## src/jse_pkg.sv

```systemverilog
package jse_pkg;

    localparam int NUM_MASK_REGS = 8;
    localparam int MASK_WIDTH    = 32;
    localparam int CFG_IDX_WIDTH = 4;

    localparam logic [MASK_WIDTH-1:0] MASK_RESET [NUM_MASK_REGS] = '{
        32'hffff_ffff, 32'h0000_8004, 32'h1000_0000, 32'h0000_0000,
        32'h0000_0000, 32'h0000_0000, 32'h0000_0000, 32'h0000_0000
    };

    localparam logic [7:0] CH_BACKSPACE = 8'h08;
    localparam logic [7:0] CH_TAB       = 8'h09;
    localparam logic [7:0] CH_NEWLINE   = 8'h0a;
    localparam logic [7:0] CH_FORMFEED  = 8'h0c;
    localparam logic [7:0] CH_RETURN    = 8'h0d;
    localparam logic [7:0] CH_QUOTE     = 8'h22;
    localparam logic [7:0] CH_SLASH     = 8'h2f;
    localparam logic [7:0] CH_BACKSLASH = 8'h5c;
    localparam logic [7:0] CH_ZERO      = 8'h30;
    localparam logic [7:0] CH_LOWER_A   = 8'h61;
    localparam logic [7:0] CH_LOWER_B   = 8'h62;
    localparam logic [7:0] CH_LOWER_F   = 8'h66;
    localparam logic [7:0] CH_LOWER_N   = 8'h6e;
    localparam logic [7:0] CH_LOWER_R   = 8'h72;
    localparam logic [7:0] CH_LOWER_T   = 8'h74;
    localparam logic [7:0] CH_LOWER_U   = 8'h75;

    // Number of output bytes per class, minus one
    localparam logic [2:0] LAST_STEP_PLAIN = 3'd0;
    localparam logic [2:0] LAST_STEP_SHORT = 3'd1;
    localparam logic [2:0] LAST_STEP_HEX   = 3'd5;

    typedef enum logic [1:0] {
        KIND_PLAIN,
        KIND_SHORT,
        KIND_HEX
    } kind_t;

    // data: plain byte, second char of a short escape, or raw byte for hex
    typedef struct packed {
        kind_t      kind;
        logic [7:0] data;
        logic       last;
    } entry_t;

    function automatic logic [7:0] hex_digit(input logic [3:0] v);
        logic [7:0] r;
        if (v < 4'd10)
            r = CH_ZERO + {4'd0, v};
        else
            r = CH_LOWER_A + {4'd0, v} - 8'd10;
        return r;
    endfunction

endpackage

```

## src/jse_front.sv

```systemverilog
module jse_front (
    input  logic                             clk,
    input  logic                             rst_n,
    input  logic                             cfg_valid,
    input  logic [jse_pkg::CFG_IDX_WIDTH-1:0] cfg_index,
    input  logic [jse_pkg::MASK_WIDTH-1:0]   cfg_data,
    input  logic [7:0]                       in_byte,
    input  logic                             in_last,
    output jse_pkg::entry_t                  entry
);
    import jse_pkg::*;

    logic [MASK_WIDTH-1:0] mask_reg [NUM_MASK_REGS];
    logic                  flagged;

    always_ff @(posedge clk or negedge rst_n)
    begin
        if (!rst_n)
        begin
            for (int i = 0; i < NUM_MASK_REGS; i++)
                mask_reg[i] <= MASK_RESET[i];
        end
        else if (cfg_valid && cfg_index < CFG_IDX_WIDTH'(NUM_MASK_REGS))
        begin
            mask_reg[cfg_index[2:0]] <= cfg_data;
        end
    end

    assign flagged = mask_reg[in_byte[7:5]][in_byte[4:0]];

    // Classify the byte into plain, two-byte escape or six-byte hex escape
    always_comb
    begin
        entry.last = in_last;
        entry.kind = KIND_PLAIN;
        entry.data = in_byte;
        if (flagged)
        begin
            entry.kind = KIND_SHORT;
            unique case (in_byte)
                CH_BACKSPACE: entry.data = CH_LOWER_B;
                CH_NEWLINE:   entry.data = CH_LOWER_N;
                CH_RETURN:    entry.data = CH_LOWER_R;
                CH_TAB:       entry.data = CH_LOWER_T;
                CH_FORMFEED:  entry.data = CH_LOWER_F;
                CH_QUOTE, CH_BACKSLASH, CH_SLASH: entry.data = in_byte;
                default:
                begin
                    entry.kind = KIND_HEX;
                    entry.data = in_byte;
                end
            endcase
        end
    end

endmodule

```

## src/jse_queue.sv

```systemverilog
module jse_queue #(
    parameter int DEPTH = 4
) (
    input  logic            clk,
    input  logic            rst_n,
    input  logic            wr_en,
    input  jse_pkg::entry_t wr_entry,
    output logic            full,
    input  logic            rd_en,
    output logic            rd_valid,
    output jse_pkg::entry_t rd_entry
);
    import jse_pkg::*;

    localparam int PTR_W = (DEPTH > 1) ? $clog2(DEPTH) : 1;
    localparam int CNT_W = $clog2(DEPTH + 1);

    entry_t             slot_reg [DEPTH];
    logic [PTR_W-1:0]   wr_ptr_reg;
    logic [PTR_W-1:0]   rd_ptr_reg;
    logic [CNT_W-1:0]   count_reg;
    logic               do_wr;
    logic               do_rd;

    assign full     = (count_reg == CNT_W'(DEPTH));
    assign rd_valid = (count_reg != '0);
    assign do_wr    = wr_en && !full;
    assign do_rd    = rd_en && rd_valid;
    assign rd_entry = slot_reg[rd_ptr_reg];

    always_ff @(posedge clk)
    begin
        if (do_wr)
            slot_reg[wr_ptr_reg] <= wr_entry;
    end

    always_ff @(posedge clk or negedge rst_n)
    begin
        if (!rst_n)
        begin
            wr_ptr_reg <= '0;
            rd_ptr_reg <= '0;
            count_reg  <= '0;
        end
        else
        begin
            if (do_wr)
                wr_ptr_reg <= (wr_ptr_reg == PTR_W'(DEPTH - 1)) ? '0 : wr_ptr_reg + 1'b1;
            if (do_rd)
                rd_ptr_reg <= (rd_ptr_reg == PTR_W'(DEPTH - 1)) ? '0 : rd_ptr_reg + 1'b1;
            if (do_wr && !do_rd)
                count_reg <= count_reg + 1'b1;
            else if (do_rd && !do_wr)
                count_reg <= count_reg - 1'b1;
        end
    end

endmodule

```

## src/jse_back.sv

```systemverilog
module jse_back (
    input  logic            clk,
    input  logic            rst_n,
    input  logic            head_valid,
    input  jse_pkg::entry_t head,
    output logic            head_pop,
    output logic            empty,
    input  logic            pop,
    output logic [7:0]      out_byte,
    output logic            out_last
);
    import jse_pkg::*;

    logic [2:0] step_reg;
    logic [2:0] last_step;
    logic [7:0] byte_next;
    logic       out_valid_reg;
    logic [7:0] out_byte_reg;
    logic       out_last_reg;
    logic       load;
    logic       final_step;

    always_comb
    begin
        unique case (head.kind)
            KIND_PLAIN: last_step = LAST_STEP_PLAIN;
            KIND_SHORT: last_step = LAST_STEP_SHORT;
            KIND_HEX:   last_step = LAST_STEP_HEX;
            default:    last_step = LAST_STEP_PLAIN;
        endcase
    end

    always_comb
    begin
        byte_next = head.data;
        if (head.kind != KIND_PLAIN)
        begin
            case (step_reg)
                3'd0:    byte_next = CH_BACKSLASH;
                3'd1:    byte_next = (head.kind == KIND_HEX) ? CH_LOWER_U : head.data;
                3'd2,
                3'd3:    byte_next = CH_ZERO;
                3'd4:    byte_next = hex_digit(head.data[7:4]);
                default: byte_next = hex_digit(head.data[3:0]);
            endcase
        end
    end

    // Advance when the output stage is free or being drained this cycle
    assign load       = head_valid && (!out_valid_reg || pop);
    assign final_step = (step_reg == last_step);
    assign head_pop   = load && final_step;

    always_ff @(posedge clk or negedge rst_n)
    begin
        if (!rst_n)
        begin
            step_reg      <= '0;
            out_valid_reg <= 1'b0;
        end
        else
        begin
            if (load)
            begin
                step_reg      <= final_step ? 3'd0 : step_reg + 1'b1;
                out_valid_reg <= 1'b1;
            end
            else if (pop)
            begin
                out_valid_reg <= 1'b0;
            end
        end
    end

    always_ff @(posedge clk)
    begin
        if (load)
        begin
            out_byte_reg <= byte_next;
            out_last_reg <= head.last && final_step;
        end
    end

    assign empty    = !out_valid_reg;
    assign out_byte = out_byte_reg;
    assign out_last = out_last_reg;

endmodule

```

## src/json_string_escaper.sv

```systemverilog
// JSON string escaper.
// Input queue side: drive in_byte/in_last with push; a transaction happens when
// push is high and full is low. One byte per cycle is accepted while the
// internal queue has room.
// Output queue side: out_byte/out_last hold the oldest result while empty is
// low; pop takes it. out_last marks the final byte of an input with in_last.
// Each input yields 1 output byte (plain), 2 (short escape such as \n) or 6
// (\u00hh). The back end emits one output byte per cycle while pop keeps the
// output stage drained, so plain bytes sustain one input per cycle; an escape
// holds the queue head until all its output bytes are emitted. The first output
// byte passes through a queue slot and then the output register before pop.
// A stalled receiver holds the output register; the queue of QUEUE_DEPTH
// entries keeps accepting until full rises.
// Configuration: cfg_index 0..7 selects an escape_mask register (bit n of
// register r flags byte 32*r+n); other indexes are ignored. cfg_ready is
// always high. Write only while the block is idle.
// Reset (rst_n low, asynchronous) empties the queue and output stage and loads
// the default map: control bytes, quote, slash and backslash escaped.
module json_string_escaper #(
    parameter int QUEUE_DEPTH = 4
) (
    input  logic                              clk,
    input  logic                              rst_n,
    input  logic                              push,
    output logic                              full,
    input  logic [7:0]                        in_byte,
    input  logic                              in_last,
    output logic                              empty,
    input  logic                              pop,
    output logic [7:0]                        out_byte,
    output logic                              out_last,
    input  logic                              cfg_valid,
    output logic                              cfg_ready,
    input  logic [jse_pkg::CFG_IDX_WIDTH-1:0] cfg_index,
    input  logic [jse_pkg::MASK_WIDTH-1:0]    cfg_data
);
    import jse_pkg::*;

    entry_t front_entry;
    entry_t head_entry;
    logic   head_valid;
    logic   head_pop;

    assign cfg_ready = 1'b1;

    jse_front u_front (
        .clk       (clk),
        .rst_n     (rst_n),
        .cfg_valid (cfg_valid),
        .cfg_index (cfg_index),
        .cfg_data  (cfg_data),
        .in_byte   (in_byte),
        .in_last   (in_last),
        .entry     (front_entry)
    );

    jse_queue #(
        .DEPTH (QUEUE_DEPTH)
    ) u_queue (
        .clk      (clk),
        .rst_n    (rst_n),
        .wr_en    (push),
        .wr_entry (front_entry),
        .full     (full),
        .rd_en    (head_pop),
        .rd_valid (head_valid),
        .rd_entry (head_entry)
    );

    jse_back u_back (
        .clk        (clk),
        .rst_n      (rst_n),
        .head_valid (head_valid),
        .head       (head_entry),
        .head_pop   (head_pop),
        .empty      (empty),
        .pop        (pop),
        .out_byte   (out_byte),
        .out_last   (out_last)
    );

endmodule
```

## config.mk

```make
export PLATFORM = sky130hd
export DESIGN_NAME = json_string_escaper
export DESIGN_NICKNAME = d
export VERILOG_FILES = /design/src/jse_pkg.sv /design/src/jse_front.sv /design/src/jse_queue.sv /design/src/jse_back.sv /design/src/json_string_escaper.sv
export SDC_FILE = /design/constraint.sdc
export NUM_CORES = 1
export LEC_CHECK = 0
export ABC_AREA = 0
export CORE_MARGIN = 3
export CORE_UTILIZATION = 45
export DETAILED_ROUTE_END_ITERATION = 7
export DONT_BUFFER_PORTS = 1
export PLACE_DENSITY = 0.67
export REMOVE_ABC_BUFFERS = 1
export SYNTH_ARGS = -nofsm -noshare
export SYNTH_HDL_FRONTEND = slang
export SYNTH_SLANG_ARGS = --single-unit
```

## constraint.sdc

```tcl
create_clock -name clk -period 7.4 [get_ports clk]
set_clock_uncertainty 0.15 [all_clocks]
set_input_delay 0.37 -clock clk [delete_from_list [all_inputs] [get_ports clk]]
set_output_delay 0.37 -clock clk [all_outputs]
set_load 0.02 [all_outputs]
```

==> impl_results.md <==
* Post-synth top cells: mux2_2, dfrtp_1, mux4_2
* Largest net degree at the start of global routing at 268
* Most used DFF post-synth: dfrtp_1
* Row count at 66
* Count leader, synth: mux2_2
* Net Sw Frac at 0.272
* Final Hold Fails at 0
* Async S/R FF share, synth at 0.834
* DP HPWL at 17500 um
* Crit path max fanout at 14
* Clock sink total at 320
* Leakage power at 6.80 nW
* Ratio of routed vias to standard cells at 5.74
* Syn Inst Count at 1000
* DRC viols at 0
* Clock root buffer: clkbuf_16
* Max Cap Viol at 0
* CP Class: reg2reg
* Final WS setup at about 3.6 ns
* Netlist cell types at 61
* Fillers at between 2000 and 3000
* CTS tree: done
* Post-route insts no fill at 1488
* Synth area leader: dfrtp_1
* Internal Power at 3.98 mW
* Die X at 188 um
* Syn avg cell area at 14.9 sq um
* Num CTS Buffers at 35
* Via Count at between 8000 and 9000
* Startpoint Class: register
* Post-synth top area share at 0.390
* Largest register FFs at 256
* Worst hold-check path type: in2reg
* Top cell by count, worst path: ha_1
* Overflow after GRT at 0
* DP Worst Slack at about 3.6 ns
* Post-CTS sizing at 0
* CP max stage delay at 0.83 ns
* Clk Latency, worst-skew pair at between 0.5 and 0.6 ns
* H-tree levels at 2
* Total power per unit cell area at around 330 nW/um^2
* Logic pwr share at 0.216
* Final wirelength at 31700 um
* Initial DRC count at 438
* First-pass GRT wire length at 50700 um
* Clock transition at the registers of the reported paths at 0.06 ns
* Unrepaired setup endpoints after global routing: false
* Top delay family on crit path: adder cells
* Final Slew Violations at 0
* GPL Wtd Cong at 0.827
* Sequential-to-total area share from yosys stat at 0.558
* Register bit total from synthesis at 320
* Final nets at 1085
* Worst Tran Pin Value at about 1.2 ns
* Reg power frac at 0.465
* Clk pwr share at 0.320
* Core footprint at 32600 sq um
* Overall power at 5.47 mW
* Placed cells at 1383
* Post-DRT Antenna Nets at 0
* Critical Path RT at 7.64 ns
* Bufs and invs on worst path at 1
* Vias in the first global route at 9050
* Ranking of synthesized cells by area: dfrtp_1, mux2_2, edfxtp_1
* Drt wl/cell at 21.3 um
* Synthesized area at roughly 15000 sq um
* # setup viols final at 0
* Worst Setup End Kind: register
* Setup bufs post-CTS at 0
* Post-synth EDFFs at 53
* Status: complete, no violations
* Final period utilization at 0.508
* Share of layout cells above drive strength 1 at 0.420
* Fin crit period at 3.76 ns
* DIE AREA at 35300 sq um
* Initial core utilization at 0.457
* Port Buffer Count at 0
* Die H at around 190 um
* Warnings from Yosys at 0
* Max Buffers Root-to-Sink at 3
* Fin Setup TNS at 0 ns
* Psw at 1.49 mW
* Area Overhead vs Synth at 12.9%
* Max Fclk at 266 MHz
* Drt first pass iters at 7
* Initial antenna violation count at 2
* Max-slew headroom at 0.189
* GR Util All Layers at 0.181
* WP data arrival at around 4.0 ns
* Peak VDD IR at 206 uV
* Cell breakdown of the critical path: mux4_2 -> ha_1 -> xor2_1 -> nor3_1 -> nand2_1 -> ha_1 -> inv_1 -> fa_1 -> mux2_2
* Worst path slowest cell: dfrtp_1
* Io pins at 62
final timing paths:
path	startpoint	to	slack (ns)	cells after the start
worst max-delay path	u_queue.rd_ptr_reg[0]$_DFFE_PN0P_	u_queue.count_reg[1]$_DFFE_PN0P_	3.64	9
worst min-delay path	in_byte[3]	u_queue.slot_reg[2][4]$_DFFE_PP_	0.02	1
worst max register to register	u_queue.rd_ptr_reg[0]$_DFFE_PN0P_	u_queue.count_reg[1]$_DFFE_PN0P_	3.64	9
worst min register to register	u_front.mask_reg[104]$_DFFE_PN0P_	u_front.mask_reg[104]$_DFFE_PN0P_	0.35	1
max in group asynchronous	rst_n	u_front.mask_reg[142]$_DFFE_PN0P_	5.61	3
min in group asynchronous	rst_n	u_back.step_reg[0]$_DFFE_PN0P_	0.32	2
cells by family (layout without fill, tap and decap cells):
kind of cell | after synthesis | in the layout | synth area share
simple gates | 134 | 134 | 0.0461
fa+ha+maj | 16 | 16 | 0.0139
xor+xnor | 6 | 6 | 0.00353
mux | 346 | 346 | 0.309
flops | 320 | 320 | 0.558
other cells | 1 | 3 | 0.000252
compound gates | 92 | 92 | 0.0432
buf+inv | 85 | 129 | 0.0254
power groups by stage:
stage	combinational [mW]	sequential [mW]	clock, mW
finish	1.18	2.54	1.75
CTS	1.19	2.54	1.79
global placement	1.09	2.55	0
floorplan	0.936	2.49	0
global route	1.31	2.60	1.87
detailed placement	1.12	2.57	0
metrics by stage:
| step | hold slack [ns] | cell area, sq um | utilization |
|---|---|---|---|
| after floorplan | -0.0756 | 14600 | - |
| after global placement | -0.0663 | 15200 | 0.466 |
| after detailed placement | -0.0639 | 15200 | 0.466 |
| after CTS | 0.00544 | 16800 | 0.514 |
| after global routing | 0.0170 | 16800 | 0.515 |
| final | 0.0241 | 16800 | 0.515 |
placed cells by master, fill, tap and decap left out, drive strengths merged, types with 3 or more instances in the layout:
| cell type | count |
|---|---|
| mux2 | 265 |
| dfrtp | 232 |
| mux4 | 65 |
| edfxtp | 53 |
| clkbuf | 50 |
| dlygate4sd3 | 39 |
| dfstp | 35 |
| nand2 | 32 |
| nor2 | 28 |
| inv | 25 |
| o21ai | 23 |
| mux2i | 16 |
| a21oi | 15 |
| ha | 15 |
| nand3 | 14 |
| nor2b | 10 |
| a22oi | 10 |
| nand2b | 7 |
| buf | 7 |
| nor3 | 6 |
| and2 | 6 |
| o22ai | 6 |
| nor4 | 6 |
| nand3b | 5 |
| clkinv | 5 |
| o21bai | 4 |
| xor2 | 4 |
| nor3b | 4 |
| o221ai | 3 |
| a31oi | 3 |
| a211oi | 3 |
| or3 | 3 |
| nand4 | 3 |
| bufinv | 3 |
| and3 | 3 |
repair_timing:
item                                   CTS  global route
hold buffers                            40             0
endpoints found under the hold margin  548             0
setup endpoints to repair                0             0
layer usage:
| metal | track usage | wire [um] | vias up |
|---|---|---|---|
| met2 | 0.293 | 15200 | 174 |
| met3 | 0.0376 | 1560 | 43 |
| met5 | 0 | 0 | - |
| met1 | 0.254 | 14400 | 4527 |
| met4 | 0.0430 | 563 | 0 |
| li1 | - | - | 3795 |
area by class of cell:
type                    instances  area (sq um)  share of cell area
well taps                     442           553              0.0329
clock inverters                12           159             0.00945
diodes                          2          5.00            0.000298
flip-flops and latches        320          8320               0.495
multi-input cells             595          6230               0.370
repair buffers                 46           483              0.0287
inverters                      21          78.8             0.00469
clock buffers                  50           992              0.0590
Note: power is estimated with default switching activity, not from simulation.
